### src/rtl/eem_stat_ram.sv
module eem_stat_ram #(
    parameter int DEPTH = 64,
    parameter int WIDTH = 32,
    parameter int IDX_W = 6
) (
    input  logic             clk,
    input  logic             rst_n,
    input  logic             rd_en,
    input  logic [IDX_W-1:0] rd_idx,
    output logic [WIDTH-1:0] rd_data,
    input  logic             wr_en,
    input  logic [IDX_W-1:0] wr_idx,
    input  logic [WIDTH-1:0] wr_data
);

    logic [WIDTH-1:0] mem [DEPTH];
    logic [WIDTH-1:0] data_reg;
    logic [DEPTH-1:0] valid_reg;
    logic             hit_reg;

    // row storage, no reset
    always_ff @(posedge clk)
    begin
        if (wr_en)
        begin
            mem[wr_idx] <= wr_data;
        end
        if (rd_en)
        begin
            data_reg <= mem[rd_idx];
        end
    end

    // per-row valid bits, rows never written read as zero
    always_ff @(posedge clk or negedge rst_n)
    begin
        if (!rst_n)
        begin
            valid_reg <= '0;
            hit_reg   <= 1'b0;
        end
        else
        begin
            if (wr_en)
            begin
                valid_reg[wr_idx] <= 1'b1;
            end
            if (rd_en)
            begin
                hit_reg <= valid_reg[rd_idx];
            end
        end
    end

    assign rd_data = hit_reg ? data_reg : '0;

endmodule

### config.mk
export PLATFORM = sky130hd
export DESIGN_NAME = eem_stat_ram
export DESIGN_NICKNAME = d
export VERILOG_FILES = /design/src/rtl/eem_stat_ram.sv
export SDC_FILE = /design/constraint.sdc
export NUM_CORES = 2
export LEC_CHECK = 0
export ABC_CLOCK_PERIOD_IN_PS = 2540
export BUFFER_PORTS_ARGS = -buffer_cell sky130_fd_sc_hd__buf_2
export CELL_PAD_IN_SITES_DETAIL_PLACEMENT = 1
export CELL_PAD_IN_SITES_GLOBAL_PLACEMENT = 1
export CORE_MARGIN = 2
export CORE_UTILIZATION = 25
export DETAILED_ROUTE_END_ITERATION = 7
export MAX_ROUTING_LAYER = met4
export PLACE_DENSITY_LB_ADDON = 0.1
export SETUP_SLACK_MARGIN = 0.02
export SLEW_MARGIN = 0
export SYNTH_ARGS = -nofsm -noshare
export SYNTH_HDL_FRONTEND = slang
export SYNTH_SLANG_ARGS = --single-unit
### constraint.sdc
create_clock -name clk -period 2.54 [get_ports clk]
set_input_delay 0.508 -clock clk [delete_from_list [all_inputs] [get_ports clk]]
set_output_delay 0.508 -clock clk [all_outputs]
set_load 0.05 [all_outputs]
-- Yosys cells after proc, flatten, opt, wreduce, memory -nomap -nowiden
Memories as Yosys holds them, arrays and structs flattened. A register that Yosys moved wholly into a read port is not among the register bits.
Cells that the tools add are included.
- memory bits (writable): 2048
- word-level logic and storage cells: 15
- output and inout port bits: 32
- memories: 1
- register bits: 65
- bits of input ports: 48
- memory list (name ; words ; bits a word ; read ports ; clocked after memory_dff ; wr ports ; line ; text):
    mem ; 64 ; 32 ; 1 ; 1 ; 1 ; 16 ; logic [WIDTH-1:0] mem [DEPTH];
- mux-type cells: 7
- bitwise operators: 1
- reductions and logical operators: 1
- magnitude comparators: 3
- operator list (operator ; number):
    $or A64 B64 Y64 ; 1
    $mux W32 ; 1
    $lt A6 B7 Y1 const B ; 2
    $bmux W1 S6 ; 1
    $demux W1 S6 ; 1
    $ge A6 B1 Y1 const B ; 1
    $mux W1 ; 4
    $logic_and A1 B1 Y1 ; 1

-- Longest topological paths before layout
- depth after elaboration: 5
- mapped depth: 9
- depth with buffers taken out: 5

-- Worst setup path before layout
OpenSTA, ideal clock, no wires.
- path type: input to register
- start: input port wr_idx[3]
- end: memory mem[48][0], enable pin
- slack: -1.318 ns
- buffers on the path: 1
- arrival: 3.396 ns
- cell stages on the path: 4
- required time: 2.078 ns
- setup time: 0.462 ns
- cells stage by stage: clkbuf_1 > nand4b_1 > or2_2 > nor3_1
- RTL lines (element ; line ; text):
    from (decl) ; 12 ; input logic [IDX_W-1:0] wr_idx,
    to (decl) ; 16 ;
Straight into the memory's write port.

-- Worst setup path after layout
- start: register hit_reg
- end: output port rd_data[27]
- cells in the longest elaborated chain, start to end: 1
- RTL lines (element ; line ; text):
    from (decl) ; 19 ; logic hit_reg;
    from (signal assigned) ; 50 ; hit_reg <= valid_reg[rd_idx];
    $mux W32 ; 55 ; assign rd_data = hit_reg ? data_reg : '0;
    to (decl) ; 10 ; output logic [WIDTH-1:0] rd_data,
Every way passes these cells.

==> metrics.cfg <==
[cells_and_area]
largest_reg_flops=2048
fin_cells=8472
layout-drive-gt1-share_pct=39.8
final_common_cell=edfxtp_1
final_cell_mix=edfxtp_1, mux4_2, buf_4
final_nets=3986
synthToLayoutAreaGrowth_pct=23.3

[sta]
fin_tns_setup_ns=-0.239
fin_crit_sh_pct=102
maxSlewViolCount=0
fin_ws_ns=-0.0411
clock_skew_ns=0.0626
whs_ns=0.0801
worst_pin_slew_ns=1.32
period_minus_slack_ns=2.58
relSlewSlack_pct=11.9
hold_viol=0
rsz0062_at_grt=yes
fmax_mhz=387
setup_violations=7

[yosys]
synth_warnings=0
synthDistinctLibCells=32
avgSynthCellArea_sq_um=24.5
syn_area_sq_mm=0.0816
synth_cells=3335
seq_area_frac_synth_pct=78.5
ys_seq_elements=2145
async_reset_ff_share_pct=3.03
ys_dominant_reg_cell=edfxtp_1
syn_nets=3383
synth_edf_count=2080

[global_route]
track_usage_pct=17.3
grt_max_degree=65
grt_pass1_vias=41778
antenna_found_initial=27
grt-ovfl-total=0
grt_pass1_wl_um=378000

[pwr]
p_clk_share_pct=42.8
p_total_uw=77700
seqPwrFrac_pct=50.9
peakVddDrop_mv=0.585
combPwrFrac_pct=6.3
sw_frac_of_total_pct=22.4
p_per_area_mw_per_mm2=772
internal-power_uw=60300
power_switching_uw=17400
p_leak_uw=0.0317

[clocking]
cts_made_buffers=243
insertion_delay_ns=0.92
clock_path_buffers=4
clk_pin_slew_ns=0.06
root_buffer=clkbuf_16
cts_tree=yes
clock-sinks=2145
htree_levels=4

[route]
drtAntennaViolNets=0
drt-pass1-iter-count=5
wl_per_cell_um=32.9
vias=38582
vias_per_cell=4.55
drtIter0Drc=3475
drc=0
wl_um=278000

[worst_hold_path]
hold_path_class=in2reg

[flow_run]
cap_violations=0

[critical_path]
critPathLaunchType=flip-flop
worst_ep_arrival_time_ns=2.07
critPathKind=reg2out
path_max_fanout=6
crit_path_end_kind=output pin
worst-endpoint-required_ns=2.03

[place]
dp_hpwl_um=167000
portBuffers=79
place_congestion=0.725
dp.cells=8009
dp_slack_ns=-0.926

[floorplan]
die_height_um=575
die_x_um=575
die-area_sq_mm=0.331
core_sq_mm=0.325
start_util_pct=25.1
rows=209
io_pins=80

[run_status]
failed_checks=negative setup slack
status=finished, violations left

==> synthesized netlist by cell type, types with 10 or more instances <==
library cell | number | area [sq um]
nand2_1 | 41 | 154
mux4_2 | 641 | 14400
mux2i_1 | 33 | 330
dfrtp_1 | 65 | 1630
and2_1 | 34 | 213
edfxtp_1 | 2080 | 62500
nor2_1 | 77 | 289
buf_2 | 68 | 340
clkbuf_1 | 79 | 297
or2_2 | 65 | 407
a22oi_1 | 52 | 390
nor2b_1 | 12 | 75.1
nand3_1 | 10 | 50.1
buf_4 | 16 | 120
a211oi_1 | 11 | 82.6
==> cells by family (layout without fill, tap and decap cells) <==
group	after synthesis	after routing	synth area share, %
flip-flops	2145	2145	78.5
other	0	18	0
buffers and inverters	178	972	1.03
AO/OA/AOI/OAI	83	83	0.745
AND/OR/NAND/NOR	252	252	1.56
multiplexers	677	677	18.1
==> final cells by class <==
cell class | instances | area, sq um
clock buffer | 323 | 6570
timing repair buffer | 533 | 6430
fill | 31820 | 224000
tap | 4325 | 5410
sequential | 2145 | 64100
multi-input combinational | 1012 | 17300
antenna | 18 | 45.0
clock inverter | 113 | 785
inverter | 3 | 11.3
==> critical path, stage by stage, from the launching register on <==
cell     delay, ns
dfrtp_4       0.52
buf_12        0.17
buf_16        0.19
and2_4        0.17
buf_8         0.14
==> power by group through the flow <==
| stage | combinational [uW] | clock (uW) | sequential [uW] |
|---|---|---|---|
| after floorplan | 2400 | 0 | 40200 |
| after global placement | 4800 | 0 | 40300 |
| after detailed placement | 4820 | 0 | 40300 |
| after CTS | 5050 | 34300 | 39600 |
| after global routing | 5270 | 35500 | 39600 |
| final | 4910 | 33200 | 39600 |
==> worst paths after layout <==
kind | startpoint | endpoint | slack, ns | cells after the start
max | hit_reg$_DFFE_PN0P_ | rd_data[27] | -0.04 | 4
min | wr_data[28] | mem[12][28]$_DFFE_PP_ | 0.08 | 1
max reg2reg | mem[44][20]$_DFFE_PP_ | data_reg[20]$_DFFE_PP_ | 0.13 | 4
min reg2reg | valid_reg[12]$_DFFE_PN0P_ | valid_reg[12]$_DFFE_PN0P_ | 0.46 | 1
max in group asynchronous | rst_n | hit_reg$_DFFE_PN0P_ | 1.76 | 3
min in group asynchronous | rst_n | valid_reg[62]$_DFFE_PN0P_ | 0.20 | 3
==> what timing repair did <==
| item | CTS | global route |
|---|---|---|
| endpoints found under the hold margin | 87 | 0 |
| hold buffers | 5 | 0 |
| cloned | 2 | 0 |
| gates resized for setup | 92 | 18 |
| endpoints found under the setup margin | 27 | 36 |
| setup buffers | 2 | 0 |
==> stage by stage <==
stage | util [%] | cell area [sq um]
global route | 31.0 | 101000
detailed placement | 28.6 | 92700
finish | 31.0 | 101000
CTS | 31.0 | 100000
floorplan | - | 81700
global placement | 28.6 | 92700
==> routing by layer <==
metal | up-vias | track usage (%) | wire length (um)
met4 | 0 | 4.33 | 6380
met2 | 802 | 27.9 | 137000
li1 | 15624 | - | -
met1 | 21802 | 23.0 | 125000
met5 | - | - | 0
met3 | 354 | 2.43 | 10400
(Power assumes the default switching activity.)
