$ cat src/rtl/eem_pkg.sv
package eem_pkg;

    localparam int NCLASS       = 9;
    localparam int DEF_CPUS     = 64;
    localparam int DEF_WAYS     = 8;
    localparam int DEF_CNT_BITS = 48;
    localparam int ADDR_BITS    = 64;
    localparam int DIST_BITS    = 32;

    // exit reason codes
    localparam logic [11:0] EXIT_CPUID   = 12'h072;
    localparam logic [11:0] EXIT_NPF     = 12'h400;
    localparam logic [11:0] EXIT_MSR     = 12'h07C;
    localparam logic [11:0] EXIT_SX      = 12'h05E;
    localparam logic [11:0] EXIT_DB      = 12'h041;
    localparam logic [11:0] EXIT_DF      = 12'h048;
    localparam logic [11:0] EXIT_VMMCALL = 12'h081;

    // event classes
    localparam logic [3:0] CLS_CPUID   = 4'd0;
    localparam logic [3:0] CLS_NPF     = 4'd1;
    localparam logic [3:0] CLS_MSR     = 4'd2;
    localparam logic [3:0] CLS_EOI     = 4'd3;
    localparam logic [3:0] CLS_SX      = 4'd4;
    localparam logic [3:0] CLS_DB      = 4'd5;
    localparam logic [3:0] CLS_DF      = 4'd6;
    localparam logic [3:0] CLS_VMMCALL = 4'd7;
    localparam logic [3:0] CLS_OTHER   = 4'd8;

    // commands
    localparam logic CMD_EXIT = 1'b0;
    localparam logic CMD_TRAP = 1'b1;

    // register indexes
    localparam logic [1:0] REG_STEP_AFTER_CPUID   = 2'd0;
    localparam logic [1:0] REG_STEP_BUDGET        = 2'd1;
    localparam logic [1:0] REG_FREEZE_AFTER_EXITS = 2'd2;
    localparam logic [1:0] REG_EOI_MSR_INDEX      = 2'd3;

    localparam logic [31:0] RST_STEP_BUDGET = 32'd500000;
    localparam logic [31:0] RST_EOI_MSR     = 32'h0000080B;

    typedef enum logic {
        ST_IDLE,
        ST_UPDATE
    } state_t;

    typedef struct packed {
        logic        command;
        logic [5:0]  cpu_index;
        logic [11:0] exit_code;
        logic [63:0] guest_address;
        logic [31:0] msr_number;
    } item_t;

    typedef struct packed {
        logic [3:0]  event_class;
        logic [47:0] class_count;
        logic [47:0] total_count;
        logic [31:0] distinct_count;
        logic        new_address;
        logic        fresh_class;
        logic        stepping_now;
        logic        stepping_changed;
        logic        trap_consumed;
        logic        halted;
    } result_t;

    typedef struct packed {
        logic [31:0] step_after_cpuid;
        logic [31:0] step_budget;
        logic [47:0] freeze_after_exits;
        logic [31:0] eoi_msr_index;
    } cfg_t;

    function automatic logic [3:0] classify(logic [11:0] code, logic [31:0] msr,
                                            logic [31:0] eoi);
        logic [3:0] cls;
        case (code)
            EXIT_CPUID:   cls = CLS_CPUID;
            EXIT_NPF:     cls = CLS_NPF;
            EXIT_MSR:     cls = (msr == eoi) ? CLS_EOI : CLS_MSR;
            EXIT_SX:      cls = CLS_SX;
            EXIT_DB:      cls = CLS_DB;
            EXIT_DF:      cls = CLS_DF;
            EXIT_VMMCALL: cls = CLS_VMMCALL;
            default:      cls = CLS_OTHER;
        endcase
        return cls;
    endfunction

endpackage

$ cat src/rtl/eem_update.sv
module eem_update #(
    parameter int WAYS     = 8,
    parameter int CNT_BITS = 48,
    parameter int FILL_W   = 4,
    parameter int SLOT_W   = 3,
    parameter int REC_W    = 32,
    parameter int ROW_W    = 512
) (
    input  eem_pkg::item_t   item,
    input  eem_pkg::cfg_t    cfg,
    input  logic             frozen,
    input  logic             in_range,
    input  logic [REC_W-1:0] rec,
    input  logic [ROW_W-1:0] arow,
    output logic [REC_W-1:0] rec_next,
    output logic [ROW_W-1:0] arow_next,
    output logic             rec_we,
    output logic             arow_we,
    output logic             freeze_set,
    output eem_pkg::result_t res
);
    import eem_pkg::*;

    localparam int OFF_TOT  = NCLASS * CNT_BITS;
    localparam int OFF_STEP = OFF_TOT + CNT_BITS;
    localparam int OFF_DIST = OFF_STEP + CNT_BITS;
    localparam int OFF_SEEN = OFF_DIST + DIST_BITS;
    localparam int OFF_FLAG = OFF_SEEN + NCLASS;
    localparam int OFF_FILL = OFF_FLAG + 1;
    localparam int OFF_SLOT = OFF_FILL + FILL_W;
    localparam logic [CNT_BITS-1:0] CNT_MAX = '1;

    logic [3:0]          cls;
    logic [CNT_BITS-1:0] cls_cnt;
    logic [CNT_BITS-1:0] cls_cnt_new;
    logic [CNT_BITS-1:0] cpuid_cnt_new;
    logic [CNT_BITS-1:0] total;
    logic [CNT_BITS-1:0] total_new;
    logic [CNT_BITS-1:0] steps;
    logic [CNT_BITS-1:0] steps_new;
    logic [DIST_BITS-1:0] misses;
    logic [DIST_BITS-1:0] misses_new;
    logic [NCLASS-1:0]   seen;
    logic                was;
    logic                flag_new;
    logic [FILL_W-1:0]   fill;
    logic [SLOT_W-1:0]   slot;
    logic [SLOT_W-1:0]   slot_new;
    logic [FILL_W-1:0]   fill_new;
    logic                hit;
    logic                live;

    assign cls  = classify(item.exit_code, item.msr_number, cfg.eoi_msr_index);
    assign live = in_range && !frozen;

    // unpack the cpu record
    always_comb
    begin
        cls_cnt = '0;
        for (int k = 0; k < NCLASS; k++)
        begin
            if (cls == 4'(k))
            begin
                cls_cnt = rec[k*CNT_BITS +: CNT_BITS];
            end
        end
        total  = rec[OFF_TOT +: CNT_BITS];
        steps  = rec[OFF_STEP +: CNT_BITS];
        misses = rec[OFF_DIST +: DIST_BITS];
        seen   = rec[OFF_SEEN +: NCLASS];
        was    = rec[OFF_FLAG];
        fill   = rec[OFF_FILL +: FILL_W];
        slot   = rec[OFF_SLOT +: SLOT_W];
    end

    // saturating increments
    assign cls_cnt_new = (cls_cnt == CNT_MAX) ? cls_cnt : cls_cnt + 1'b1;
    assign total_new   = (total == CNT_MAX) ? total : total + 1'b1;

    // cpuid count after this item, used by the arming rule on cpu zero
    assign cpuid_cnt_new = (cls == CLS_CPUID) ? cls_cnt_new : rec[0 +: CNT_BITS];

    // address table lookup over the filled ways, counted as a hit while stepping
    always_comb
    begin
        hit = was;
        for (int i = 0; i < WAYS; i++)
        begin
            if ((FILL_W'(i) < fill) && (arow[i*ADDR_BITS +: ADDR_BITS] == item.guest_address))
            begin
                hit = 1'b1;
            end
        end
    end

    assign slot_new   = (slot == SLOT_W'(WAYS - 1)) ? '0 : slot + 1'b1;
    assign fill_new   = (fill < FILL_W'(WAYS)) ? fill + 1'b1 : fill;
    assign misses_new = (misses == '1) ? misses : misses + 1'b1;

    // fifo replacement of one way
    always_comb
    begin
        arow_next = arow;
        for (int j = 0; j < WAYS; j++)
        begin
            if (slot == SLOT_W'(j))
            begin
                arow_next[j*ADDR_BITS +: ADDR_BITS] = item.guest_address;
            end
        end
    end

    // record update and result
    always_comb
    begin
        rec_next   = rec;
        rec_we     = 1'b0;
        arow_we    = 1'b0;
        freeze_set = 1'b0;
        flag_new   = was;
        steps_new  = steps;
        res        = '0;
        res.halted = frozen;
        if (item.command == CMD_EXIT)
        begin
            res.event_class = cls;
        end
        if (live && item.command == CMD_TRAP)
        begin
            res.event_class = CLS_CPUID;
            if (was)
            begin
                steps_new         = (steps == CNT_MAX) ? steps : steps + 1'b1;
                res.trap_consumed = 1'b1;
                if (64'(steps_new) >= 64'(cfg.step_budget))
                begin
                    flag_new             = 1'b0;
                    res.stepping_changed = 1'b1;
                end
            end
            rec_next[OFF_STEP +: CNT_BITS] = steps_new;
            rec_next[OFF_FLAG]             = flag_new;
            rec_we                         = was;
            res.stepping_now               = flag_new;
        end
        else if (live)
        begin
            for (int k = 0; k < NCLASS; k++)
            begin
                if (cls == 4'(k))
                begin
                    rec_next[k*CNT_BITS +: CNT_BITS] = cls_cnt_new;
                end
            end
            rec_next[OFF_TOT +: CNT_BITS] = total_new;
            if (!hit)
            begin
                arow_we                         = 1'b1;
                rec_next[OFF_SLOT +: SLOT_W]    = slot_new;
                rec_next[OFF_FILL +: FILL_W]    = fill_new;
                rec_next[OFF_DIST +: DIST_BITS] = misses_new;
                res.new_address                 = 1'b1;
            end
            // nested page fault stops stepping, cpu zero arms on the cpuid count
            if (cls == CLS_NPF && was)
            begin
                flag_new             = 1'b0;
                res.stepping_changed = 1'b1;
                if (steps == '0)
                begin
                    steps_new = CNT_BITS'(1);
                end
            end
            else if (!was && steps == '0 && item.cpu_index == '0 &&
                     cfg.step_after_cpuid != '0 &&
                     64'(cpuid_cnt_new) >= 64'(cfg.step_after_cpuid))
            begin
                flag_new             = 1'b1;
                res.stepping_changed = 1'b1;
            end
            rec_next[OFF_STEP +: CNT_BITS] = steps_new;
            rec_next[OFF_FLAG]             = flag_new;
            rec_next[OFF_SEEN +: NCLASS]   = seen | (NCLASS'(1) << cls);
            rec_we                         = 1'b1;
            res.fresh_class                = !seen[cls];
            res.class_count                = 48'(cls_cnt_new);
            res.total_count                = 48'(total_new);
            res.distinct_count             = hit ? misses : misses_new;
            res.stepping_now               = flag_new;
            freeze_set = (cfg.freeze_after_exits != '0) &&
                         (64'(total_new) >= 64'(cfg.freeze_after_exits));
            res.halted = freeze_set;
        end
    end

endmodule

$ cat config.mk
export PLATFORM = sky130hd
export DESIGN_NAME = eem_update
export DESIGN_NICKNAME = d
export VERILOG_FILES = /design/src/rtl/eem_pkg.sv /design/src/rtl/eem_update.sv
export SDC_FILE = /design/constraint.sdc
export NUM_CORES = 1
export LEC_CHECK = 0
export ABC_AREA = 1
export BUFFER_PORTS_ARGS = -buffer_cell sky130_fd_sc_hd__buf_2
export CAP_MARGIN = 20
export CORE_AREA = 2 2 584 586
export DETAILED_ROUTE_END_ITERATION = 7
export DIE_AREA = 0 0 586 588
export PLACE_DENSITY = 0.3
export SYNTH_ARGS = -nofsm -noshare
export SYNTH_HDL_FRONTEND = slang
export SYNTH_SLANG_ARGS = --single-unit
$ cat constraint.sdc
create_clock -name vclk -period 5.03
set_input_delay 1.006 -clock vclk [all_inputs]
set_output_delay 1.006 -clock vclk [all_outputs]
set_load 0.01 [all_outputs]
== Yosys cells after proc, flatten, opt, wreduce, memory -nomap -nowiden ==
Memories as Yosys holds them, arrays and structs flattened.
Index checks and enable logic that the tools add are counted.

* Add/subtract/negate cells: 1
* Order comparisons: 1
* Eq/ne operators: 17
* Mux-type cells: 28
* Reductions and logical operators: 5

{| class="wikitable"
|+ Operators with widths
! kind !! count
|-
| 2-to-1 mux 48 bit || 10
|-
| 2-to-1 mux 132 bit || 1
|-
| 2-to-1 mux 130 bit || 1
|-
| 2-to-1 mux 32 bit || 3
|-
| == test 12 x 7 -> 1 bit (second input constant) || 5
|-
| adder 48 x 1 -> 48 bit (second input constant) || 1
|-
| == test 48 bit (second input constant) || 1
|-
| == test 32 bit || 1
|-
| case mux 4 bit (7 select lines) || 1
|-
| == test 4 x 3 -> 1 bit (second input constant) || 4
|-
| == test 12 x 11 -> 1 bit (second input constant) || 1
|-
| == test 12 x 8 -> 1 bit (second input constant) || 1
|-
| 2-to-1 mux 1 bit || 9
|-
| == test 4 x 2 -> 1 bit (second input constant) || 2
|-
| 2-to-1 mux 4 bit || 2
|-
| less-than comparator 4 x 5 -> 1 bit (second input constant) || 1
|-
| == test 4 x 1 -> 1 bit (second input constant) || 1
|-
| == test 4 bit (second input constant) || 1
|-
| zero test 4 bit || 1
|-
| logical AND 1 bit || 2
|-
| zero test 1 bit || 2
|-
| 2-to-1 mux 2 bit || 1
|}

* Register bits after elaboration: 0
* ROM bits: 16
* Bits of input ports: 805
* Output and inout port bits: 685
* Memories: 1

{| class="wikitable"
|+ Memories
! memory !! depth !! bits a word !! rd ports !! clocked after memory_dff !! wr ports !! line !! RTL
|-
| (no name shown) || 16 || 1 || 1 || 0 || 0 || eem_update.sv:185 || <nowiki>res.fresh_class = !seen[cls];</nowiki>
|}

== Depth between registers and ports, before layout ==
Gate-level depths: netlist of the first run.

* Depth after elaboration: 18
* Gate-level depth with buffers: 24
* Depth with buffers taken out: 23

== Worst setup path before layout of the first run ==
OpenSTA, ideal clock, no wires.

* Path kind: input -> output
* From: input item[107] (netlist name)
* To: output res[118] (netlist name)
* Data arrival time: 3.725 ns
* Slack: 0.299 ns
* Stages: 21
* Path through: nor2_2 -> nand2_2 -> inv_4 -> nand2_1 -> nor2_1 -> nand2_1 -> nand2_2 -> nand3_2 -> nor3_4 -> buf_6 -> buf_2 -> ha_1 -> ha_1 -> nand2_1 -> inv_1 -> nand4_1 -> nor2_1 -> nand3_1 -> nor2_2 -> nand2_1 -> nor3_1

{| class="wikitable"
|+ RTL lines
! element !! line !! RTL
|-
| start: declaration || eem_update.sv:9 || <nowiki>input eem_pkg::item_t item,</nowiki>
|-
| end: declaration || eem_update.sv:20 || <nowiki>output eem_pkg::result_t res</nowiki>
|}

==> out/qor.txt, run 1 <==
status - complete, no violations
PD cells - 30.49 mW/mm²
largest net degree at the start of global routing - 27
gpl congestion - 0.7322
DR iter-0 viols - 436
Synth area leaders - buf_4 53%, nand2_1 12%, nor2_1 8.5%, inv_1 5.2%, nand3_1 4.0%
area grow syn2layout - 60.52%
Tmin final - 4.974 ns
Synth Cell Area - 0.008667 mm²
Rel. slew slack - 50.94%
CP Cell Sequence - buf_2, nor2_2, nand2_8, inv_6, nand2_4, nor2_1, nand2_1, nand2_2, nand3_4, nor3_4, buf_12, ha_4, ha_4, nand2_4, inv_2, nand4_1, nor2_1, buf_4, nand3_4, nor2_4, nand2_2, nor3_4, buf_4, buf_2
Max Clk Rate - 0.2011 GHz
vias in the first global route - 8040
clk_buf instances - 0
drt pass-1 iters - 4
total track usage - 6.054%
worst vdd ir - 0.02987 mV
DRC - 0
Setup Viol. Count Final - 0
FF+latch area - 0 µm²
detailed-route via count - 8395
M1 GR Usage - 4.618%
num sequential - 0
Mean Syn Cell Area - 5.797 µm²
Cells after Synth - 1495
Setup CP Type - in -> out
Core Area - 0.3384 mm²
hold slack - 2.012 ns
crit path DAT - 3.97 ns
final worst-path cycle share - 98.88%
DR vias/cell - 1.412
RSZ-0062 raised after global routing - true
Setup crit end kind - output pin
busiest layer in global routing - met2
critical path's slowest cell - nor2_2
worst slew pin tran - 0.7341 ns
met2 track demand over resource - 8.094%
final WL - 110200 µm
sequential area share after synthesis - 0%
area of the multi-input gates - 0.004536 mm²
LEAKAGE - 4.374 nW
dpl hpwl - 101900 µm
Synth warnings - 0
hold crit path type - in -> out
final slew viol count - 0
Yosys top cell area share - 53.36%
required time of the critical path - 4.02 ns
Wirelength per Cell - 18.54 µm
post-synthesis cell type count - 42
Die Y - 588 µm
IO Count - 1490
grt met3 use - 7.221%
fillers - 40610
row count - 214
Final nets - 2160
grt total ovfl - 0
Hold Fails Final Rpt - 0
die width - 586 µm
I/O Buffers - 182
Startpoint Class - input pin
Util after Layout - 4.111%
CP peak stage delay - 0.24 ns
Worst Path Max Fanout - 3
Max-Cap Viols - 0
final antenna-violating net count - 0
commonest cells in the netlist - 616 x buf_4, 278 x nand2_1, 196 x nor2_1
layout cell share with drive strength beyond 1 - 41.08%
first-pass GRT wire length - 126600 µm
initial antenna violation count - 71
initial core utilization - 2.561%
post-synth top area cell - buf_4
die area - 0.3446 mm²
most frequent cell after synthesis - buf_4
==> worst max-delay path, delay by kind of cell <==
kind,cells,cell delay [ns]
buffers and inverters,7,0.83
AND/OR/NAND/NOR,15,1.80
adder cells (fa/ha/maj),2,0.31
==> placed cells by master (no fill, tap or decap), drive strengths merged <==
master  synthesis  final
clkbuf          7      1
nor3           12     12
conb            1    102
diode           0     57
a31oi           1      1
and2            2      2
xnor2          21     21
nor4            1      1
o21bai          3      3
buf           629    390
or2             2      2
nand3          73     73
o21a            2      2
o211ai          3      3
xor2           25     25
nor2          211    211
nand4          35     35
o211a           1      1
a21oi           8      8
a21boi          1      1
and3            2      2
inv           127    127
ha              2      2
nand2         285    285
clkinv          3      3
o21ai          35     35
o31ai           1      1
nand3b          2      2
==> cell families after synthesis <==
logic type                 share of synthesized area (%)
AOI/OAI and AO/OA                                  3.580
xor gates and xnor gates                           4.649
adders and majority gates                         0.2887
buffers and inverters                              60.16
other                                            0.04327
and+or+nand+nor                                    31.28
==> stage by stage <==
stage / setup TNS (ns) / total power [mW] / std cells / setup slack (ns) / area [µm²]
2_1_floorplan: 0 / 0.6297 / 1596 / 0.2993 / 9046
6_report: 0 / 0.4242 / 5944 / 0.05646 / 13910
3_5_place_dp: -13.60 / 0.4067 / 5873 / -0.5822 / 12700
3_3_place_gp: -14.34 / 0.4073 / 5873 / -0.5871 / 12700
4_1_cts: -0.3367 / 0.4177 / 5882 / -0.06146 / 13260
5_1_grt: -2.053 / 0.4690 / 5891 / -0.1137 / 13780
==> cell type report <==
cell class / count / area share, %
Inverter: 130 / 3.615
Timing Repair Buffer: 391 / 21.96
Multi-Input combinational cell: 830 / 32.60
Tap cell: 4536 / 40.79
Antenna cell: 57 / 1.025
==> worst paths after layout <==
check	end	startpoint	cells past startpoint	slack (ns)
worst max-delay path	res[118]	item[107]	24	0.06
worst min-delay path	arow_next[157]	arow[157]	0	2.01
==> repair_timing <==
action / in CTS / in global routing
resized for setup: 119 / 138
buffers inserted: 14 / 6
pin swaps: 39 / 70
hold buffers: 0 / 0
endpoints found under the setup margin: 57 / 54
==> power by group <==
| group | total (mW) | internal, mW | switching [mW] | leakage (nW) |
|---|---|---|---|---|
| clock | 0.00000163 | 0.00000163 | 0 | 0.000361 |
| combinational | 0.424 | 0.155 | 0.269 | 4.37 |
| sequential | 0 | 0 | 0 | 0 |
==> routing by layer <==
layer  vias to the layer above  part of all wire, %
met1                      3419                   26
met4                        74                   10
li1                       3648                    -
met3                       532                   27
met5                         -                 0.45
met2                       722                   37
(Power assumes the default switching activity.)
==> run 2: changes to the inputs <==
==> config.mk (replaced) <==
export PLATFORM = sky130hd
export DESIGN_NAME = eem_update
export DESIGN_NICKNAME = d
export VERILOG_FILES = /design/src/rtl/eem_pkg.sv /design/src/rtl/eem_update.sv
export SDC_FILE = /design/constraint.sdc
export NUM_CORES = 1
export LEC_CHECK = 0
export ABC_AREA = 1
export CAP_MARGIN = 20
export CELL_PAD_IN_SITES_DETAIL_PLACEMENT = 1
export CELL_PAD_IN_SITES_GLOBAL_PLACEMENT = 1
export CORE_AREA = 2 2 582 584
export DETAILED_ROUTE_END_ITERATION = 7
export DIE_AREA = 0 0 584 586
export DONT_BUFFER_PORTS = 1
export PLACE_DENSITY_LB_ADDON = 0.2
export SYNTH_ARGS = -nofsm -noshare
export SYNTH_HDL_FRONTEND = slang
export SYNTH_SLANG_ARGS = --single-unit
==> run 2 against run 1 <==
  * Sequential cell count stayed put
  * Sequential share of layout area unchanged
  * Non-clock buffer count is 152 lower
  * Count of clock-buffer cells in the layout is the same
  * Worst hold slack unchanged
  * Fmax rose by 1.7%
  * Setup slack improved by 0.085 ns
  * Cell area decreased by 9.8%
  * Critical path depth unchanged
  * Global-route usage fell by 0.52 points
  * Via count decreased by 9.2%
  * Wire length shrank 8.8%
  * Highest routed layer unchanged
==> out/qor.txt, run 2 (synthesis results as in run 1) <==
status - complete, no violations (unchanged)
pre-CTS setup slack - -0.6986 ns (was -0.5822 ns)
clk_buf instances - 0 (unchanged)
Final WS setup - 0.1410 ns (was 0.05646 ns)
required time of the critical path - 4.02 ns (about the same)
Setup Viol. Count Final - 0 (unchanged)
crit path DAT - 3.88 ns (was 3.97 ns)
most common cell after layout, fill and taps aside - nand2_1 (unchanged)
Tot Pwr - 334.3 µW (was 424.2 µW)
row count - 213 (was 214)
RSZ-0062 raised after global routing - true (unchanged)
Max-Cap Viols - 0 (unchanged)
I/O Buffers - 0 (was 182)
LEAKAGE - 3.691 nW (was 4.374 nW)
commonest cells after routing, fill and taps aside - 257 x nand2_1, 195 x buf_4, 164 x nor2_1 (was 241 x nand2_1, 185 x buf_4, 156 x nor2_1)
FF+latch area - 0 µm² (unchanged)
die area - 0.3422 mm² (was 0.3446 mm²)
hold slack - 2.012 ns (unchanged)
hold path depth - 0 (unchanged)
Die Y - 586 µm (was 588 µm)
Util after Layout - 3.738% (was 4.111%)
worst slew pin tran - 0.5173 ns (was 0.7341 ns)
dpl hpwl - 91930 µm (was 101900 µm)
PD cells - 26.63 mW/mm² (was 30.49 mW/mm²)
Worst Path Max Fanout - 3 (unchanged)
Rel. slew slack - 65.48% (was 50.94%)
area grow syn2layout - 44.82% (was 60.52%)
post-cts hold buffer count - 0 (unchanged)
Final nets - 2008 (was 2160)
Core Area - 0.3358 mm² (was 0.3384 mm²)
Setup crit end kind - output pin (unchanged)
Sum Neg Setup Slack - 0 ns (unchanged)
total track usage - 5.533% (was 6.054%)
initial core utilization - 2.581% (was 2.561%)
Hold Fails Final Rpt - 0 (unchanged)
DR vias/cell - 1.358 (was 1.412)
Final Instance Count excl. Fillers - 5614 (was 5944)
IO Count - 1490 (unchanged)
final slew viol count - 0 (unchanged)
placed cells - 5597 (was 5873)
design area - 0.01255 mm² (was 0.01391 mm²)
detailed-route via count - 7623 (was 8395)
final antenna-violating net count - 0 (unchanged)
Max Clk Rate - 0.2045 GHz (was 0.2011 GHz)
crit path from - item[105] (was item[107])
Startpoint Class - input pin (unchanged)
vias in the first global route - 8020 (was 8040)
largest net degree at the start of global routing - 27 (unchanged)
initial antenna violation count - 30 (was 71)
placed instance area - 0.01198 mm² (was 0.01270 mm²)
hold crit path type - in -> out (unchanged)
final WL - 100500 µm (was 110200 µm)
Tmin final - 4.889 ns (was 4.974 ns)
fillers - 40530 (was 40610)
CP Capture Point - rec_next[12] (was res[118])
num sequential - 0 (unchanged)
DRC - 0 (unchanged)
Setup CP Type - in -> out (unchanged)
layout cell share with drive strength beyond 1 - 30.69% (was 41.08%)
Wirelength per Cell - 17.90 µm (was 18.54 µm)
drt pass-1 iters - 4 (unchanged)
worst vdd ir - 0.01617 mV (was 0.02987 mV)
final worst-path cycle share - 97.20% (was 98.88%)
first-pass GRT wire length - 116600 µm (was 126600 µm)
grt total ovfl - 0 (unchanged)
die width - 584 µm (was 586 µm)
gpl congestion - 0.7033 (was 0.7322)
DR iter-0 viols - 258 (was 436)
run 2: how the worst min path moves through the flow:
| stage | startpoint | end |
|---|---|---|
| after floorplan | item[114] | res[135] |
| after global placement | arow[113] | arow_next[113] |
| after detailed placement | arow[113] | arow_next[113] |
| after CTS | arow[113] | arow_next[113] |
| after global routing | arow[0] | arow_next[0] |
| final | arow[101] | arow_next[101] |
run 2: layout make-up:
class	instances	area, µm²	area share [%]
tap	4407	5514	43.93
antenna	8	20.02	0.1595
timing repair buffer	239	2252	17.94
multi-input combinational	830	4273	34.04
inverter	130	493.0	3.927
run 2: timing repair:
| item | in CTS | in global routing |
|---|---|---|
| cloned | 0 | 1 |
| buffers inserted | 8 | 3 |
| setup endpoints to repair | 60 | 42 |
| resized for setup | 67 | 50 |
| pin swaps | 23 | 29 |
run 2: metal layers:
layer / track usage [%] / part of all wire [%] / up-vias / routed length [µm]
li1: - / - / 3276 / -
met1: 4.710 / 30 / 3250 / 29700
met2: 8.234 / 41 / 593 / 41130
met3: 4.375 / 18 / 482 / 18540
met4: 5.081 / 11 / 22 / 10990
met5: 0 / 0.15 / - / 149
run 2: worst max-delay path, stage by stage:
cell     delay (ns)
nor2_4         0.15
buf_6          0.12
nand2_1        0.04
nor2_1         0.11
nand2_1        0.11
nand2_2        0.12
buf_4          0.13
inv_1          0.06
nor2_4         0.12
buf_12         0.13
nand2_4        0.07
nor2_4         0.12
ha_4           0.14
nand2_2        0.07
inv_1          0.06
nand4_1        0.13
nor2_4         0.23
nand3_2        0.14
buf_4          0.16
buf_4          0.13
nor2_2         0.08
xor2_1         0.16
buf_4          0.17
buf_4          0.13
run 2: where the power goes:
group / leakage (nW) / total [mW] / switching (mW) / internal (mW)
Sequential: 0 / 0 / 0 / 0
Combinational: 3.69 / 0.334 / 0.210 / 0.125
Clock: 0.0000492 / 0.000000130 / 0 / 0.000000130
Total: 3.69 / 0.334 / 0.210 / 0.125
==> run 3: changes to the inputs <==
--- a/config.mk
+++ b/config.mk
@@ -14,6 +14,7 @@
 export DIE_AREA = 0 0 584 586
 export DONT_BUFFER_PORTS = 1
 export PLACE_DENSITY_LB_ADDON = 0.2
+export REMOVE_ABC_BUFFERS = 1
 export SYNTH_ARGS = -nofsm -noshare
 export SYNTH_HDL_FRONTEND = slang
 export SYNTH_SLANG_ARGS = --single-unit
==> constraint.sdc (replaced) <==
create_clock -name vclk -period 5.03
set_input_delay 1.006 -clock vclk [all_inputs]
set_output_delay 1.006 -clock vclk [all_outputs]
set_load 0.05 [all_outputs]
==> run 3 against run 2 <==
  * Critical path depth grew 1
  * Count of clock-buffer cells in the layout is the same
  * Combinational power grew 60%
  * First-iteration DRC count grew to 5.9 times the previous value
  * Largest cell class unchanged
  * Largest power group unchanged
==> out/qor.txt, run 3 (synthesis results as in run 1) <==
status - complete, no violations (unchanged)
Int Pwr - 146.2 µW (was 124.7 µW)
dpl hpwl - 315400 µm (was 91930 µm)
layout cell share with drive strength beyond 1 - 28.24% (was 30.69%)
grt total ovfl - 0 (unchanged)
crit path from - cfg[6] (was item[105])
hold path depth - 0 (unchanged)
fillers - 40560 (was 40530)
I/O Buffers - 0 (unchanged)
switching pwr - 389.2 µW (was 209.6 µW)
PD cells - 42.50 mW/mm² (was 26.63 mW/mm²)
worst vdd ir - 0.03094 mV (was 0.01617 mV)
n_diodes - 0 (was 8)
Die Y - 586 µm (unchanged)
first-pass GRT wire length - 349500 µm (was 116600 µm)
Tmin final - 4.788 ns (was 4.889 ns)
Max Clk Rate - 0.2089 GHz (was 0.2045 GHz)
Final nets - 2006 (was 2008)
detailed-route via count - 10590 (was 7623)
final antenna-violating net count - 0 (unchanged)
Setup Viol. Count Final - 0 (unchanged)
LEAKAGE - 3.698 nW (was 3.691 nW)
final WL - 331900 µm (was 100500 µm)
DRC - 0 (unchanged)
placed cells - 5597 (unchanged)
Sum Neg Setup Slack - 0 ns (unchanged)
post-cts hold buffer count - 0 (unchanged)
hold crit path type - in -> out (unchanged)
Setup crit end kind - output pin (unchanged)
initial antenna violation count - 1 (was 30)
combinational power share - 100.0% (about the same)
Core Area - 0.3358 mm² (unchanged)
most common cell after layout, fill and taps aside - nand2_1 (unchanged)
Top Metal Used - met5 (unchanged)
final worst-path cycle share - 95.19% (was 97.20%)
worst slew pin tran - 0.7996 ns (was 0.5173 ns)
initial core utilization - 2.581% (unchanged)
FF+latch area - 0 µm² (unchanged)
Post-Route M1 WL - 54740 µm (was 29700 µm)
gpl congestion - 1.108 (was 0.7033)
Startpoint Class - input pin (unchanged)
die area - 0.3422 mm² (unchanged)
Tot Pwr - 535.4 µW (was 334.3 µW)
commonest cells after routing, fill and taps aside - 270 x nand2_1, 177 x buf_4, 173 x nor2_1 (was 257 x nand2_1, 195 x buf_4, 164 x nor2_1)
drt pass-1 iters - 4 (unchanged)
power share of the sequential group - 0% (about the same)
crit path DAT - 3.78 ns (was 3.88 ns)
DR vias/cell - 1.890 (was 1.358)
required time of the critical path - 4.02 ns (about the same)
DR iter-0 viols - 1531 (was 258)
Rel. slew slack - 46.53% (was 65.48%)
die width - 584 µm (unchanged)
Hold Fails Final Rpt - 0 (unchanged)
met3 WL - 129600 µm (was 18540 µm)
Worst Path Max Fanout - 4 (was 3)
Max-Cap Viols - 0 (unchanged)
Wirelength per Cell - 59.23 µm (was 17.90 µm)
total track usage - 18.73% (was 5.533%)
row count - 213 (unchanged)
num sequential - 0 (unchanged)
Routed met2 length - 133500 µm (was 41130 µm)
vias in the first global route - 8123 (was 8020)
clk_buf instances - 0 (unchanged)
Hold EP - res[0] (was arow_next[101])
largest net degree at the start of global routing - 28 (was 27)
Setup CP Type - in -> out (unchanged)
area of the multi-input gates - 0.004183 mm² (was 0.004273 mm²)
Sw Share - 72.69% (was 62.69%)
Clock power frac - 0% (about the same)
IO Count - 1490 (unchanged)
RSZ-0062 raised after global routing - true (unchanged)
min-delay src - frozen (was arow[101])
final slew viol count - 0 (unchanged)
area grow syn2layout - 45.36% (was 44.82%)
hold slack - 2.012 ns (about the same)
Final Instance Count excl. Fillers - 5604 (was 5614)
==> run 3: cell count changes in the layout (fill, tap and decap cells not counted), sizes merged <==
cell and change:
diode -8, buf -1, clkbuf -1
==> run 3: repair_timing <==
item                       CTS  global route
setup endpoints to repair   43            46
gates cloned                 0             0
pin swaps                    5            12
resized for setup           29            53
buffers inserted             1             6
==> run 3: how the worst max path moves through the flow <==
stage | slack [ns] | endpoint | cells after the start
floorplan | -0.94 | rec_next[4] | 9
detailed placement | -0.42 | rec_next[18] | 22
global placement | -0.44 | rec_next[14] | 23
CTS | 0.005 | res[98] | 24
global route | -0.03 | res[114] | 23
finish | 0.24 | res[98] | 25
==> run 3: metrics by stage <==
stage / setup WS, ns / area (µm²) / utilization [%]
after floorplan: -0.9445 / 4323 / -
after global placement: -0.4404 / 12210 / 3.637
after detailed placement: -0.4217 / 12210 / 3.637
after CTS: 0.005127 / 12350 / 3.679
after global routing: -0.02500 / 12600 / 3.752
final: 0.2421 / 12600 / 3.752
==> run 3: routing by layer <==
metal / global-route usage, % / vias to the layer above
li1: - / 3264
met1: 8.200 / 4423
met2: 27.40 / 2751
met3: 35.22 / 104
met4: 2.186 / 52
met5: 14.35 / -
==> run 3: power by group through the flow <==
stage | registers [mW] | logic, mW | clock network [mW]
3_3_place_gp | 0 | 0.548 | 0
5_1_grt | 0 | 0.578 | 0
3_5_place_dp | 0 | 0.546 | 0
6_report | 0 | 0.535 | 0
2_1_floorplan | 0 | 0.334 | 0
4_1_cts | 0 | 0.550 | 0
==> run 3: final cells by class <==
class,count,area share [%]
Tap cell,4407,43.77
Multi-Input combinational cell,830,33.20
Timing Repair Buffer,237,19.14
Inverter,130,3.893
==> run 3: worst max-delay path: stages <==
cell	delay, ns
inv_1	0.03
nand2_1	0.04
nand2_1	0.09
nor2_1	0.05
nand2_1	0.10
buf_12	0.15
nor2_2	0.05
nand3_2	0.07
nor2_4	0.05
buf_4	0.14
nor3_4	0.14
buf_12	0.16
ha_4	0.15
ha_4	0.15
nand2_4	0.06
buf_4	0.14
nor2_4	0.12
nand2_4	0.08
nor2_1	0.10
buf_4	0.14
buf_4	0.10
nand2_1	0.05
o211a_1	0.26
buf_12	0.15
buf_12	0.14
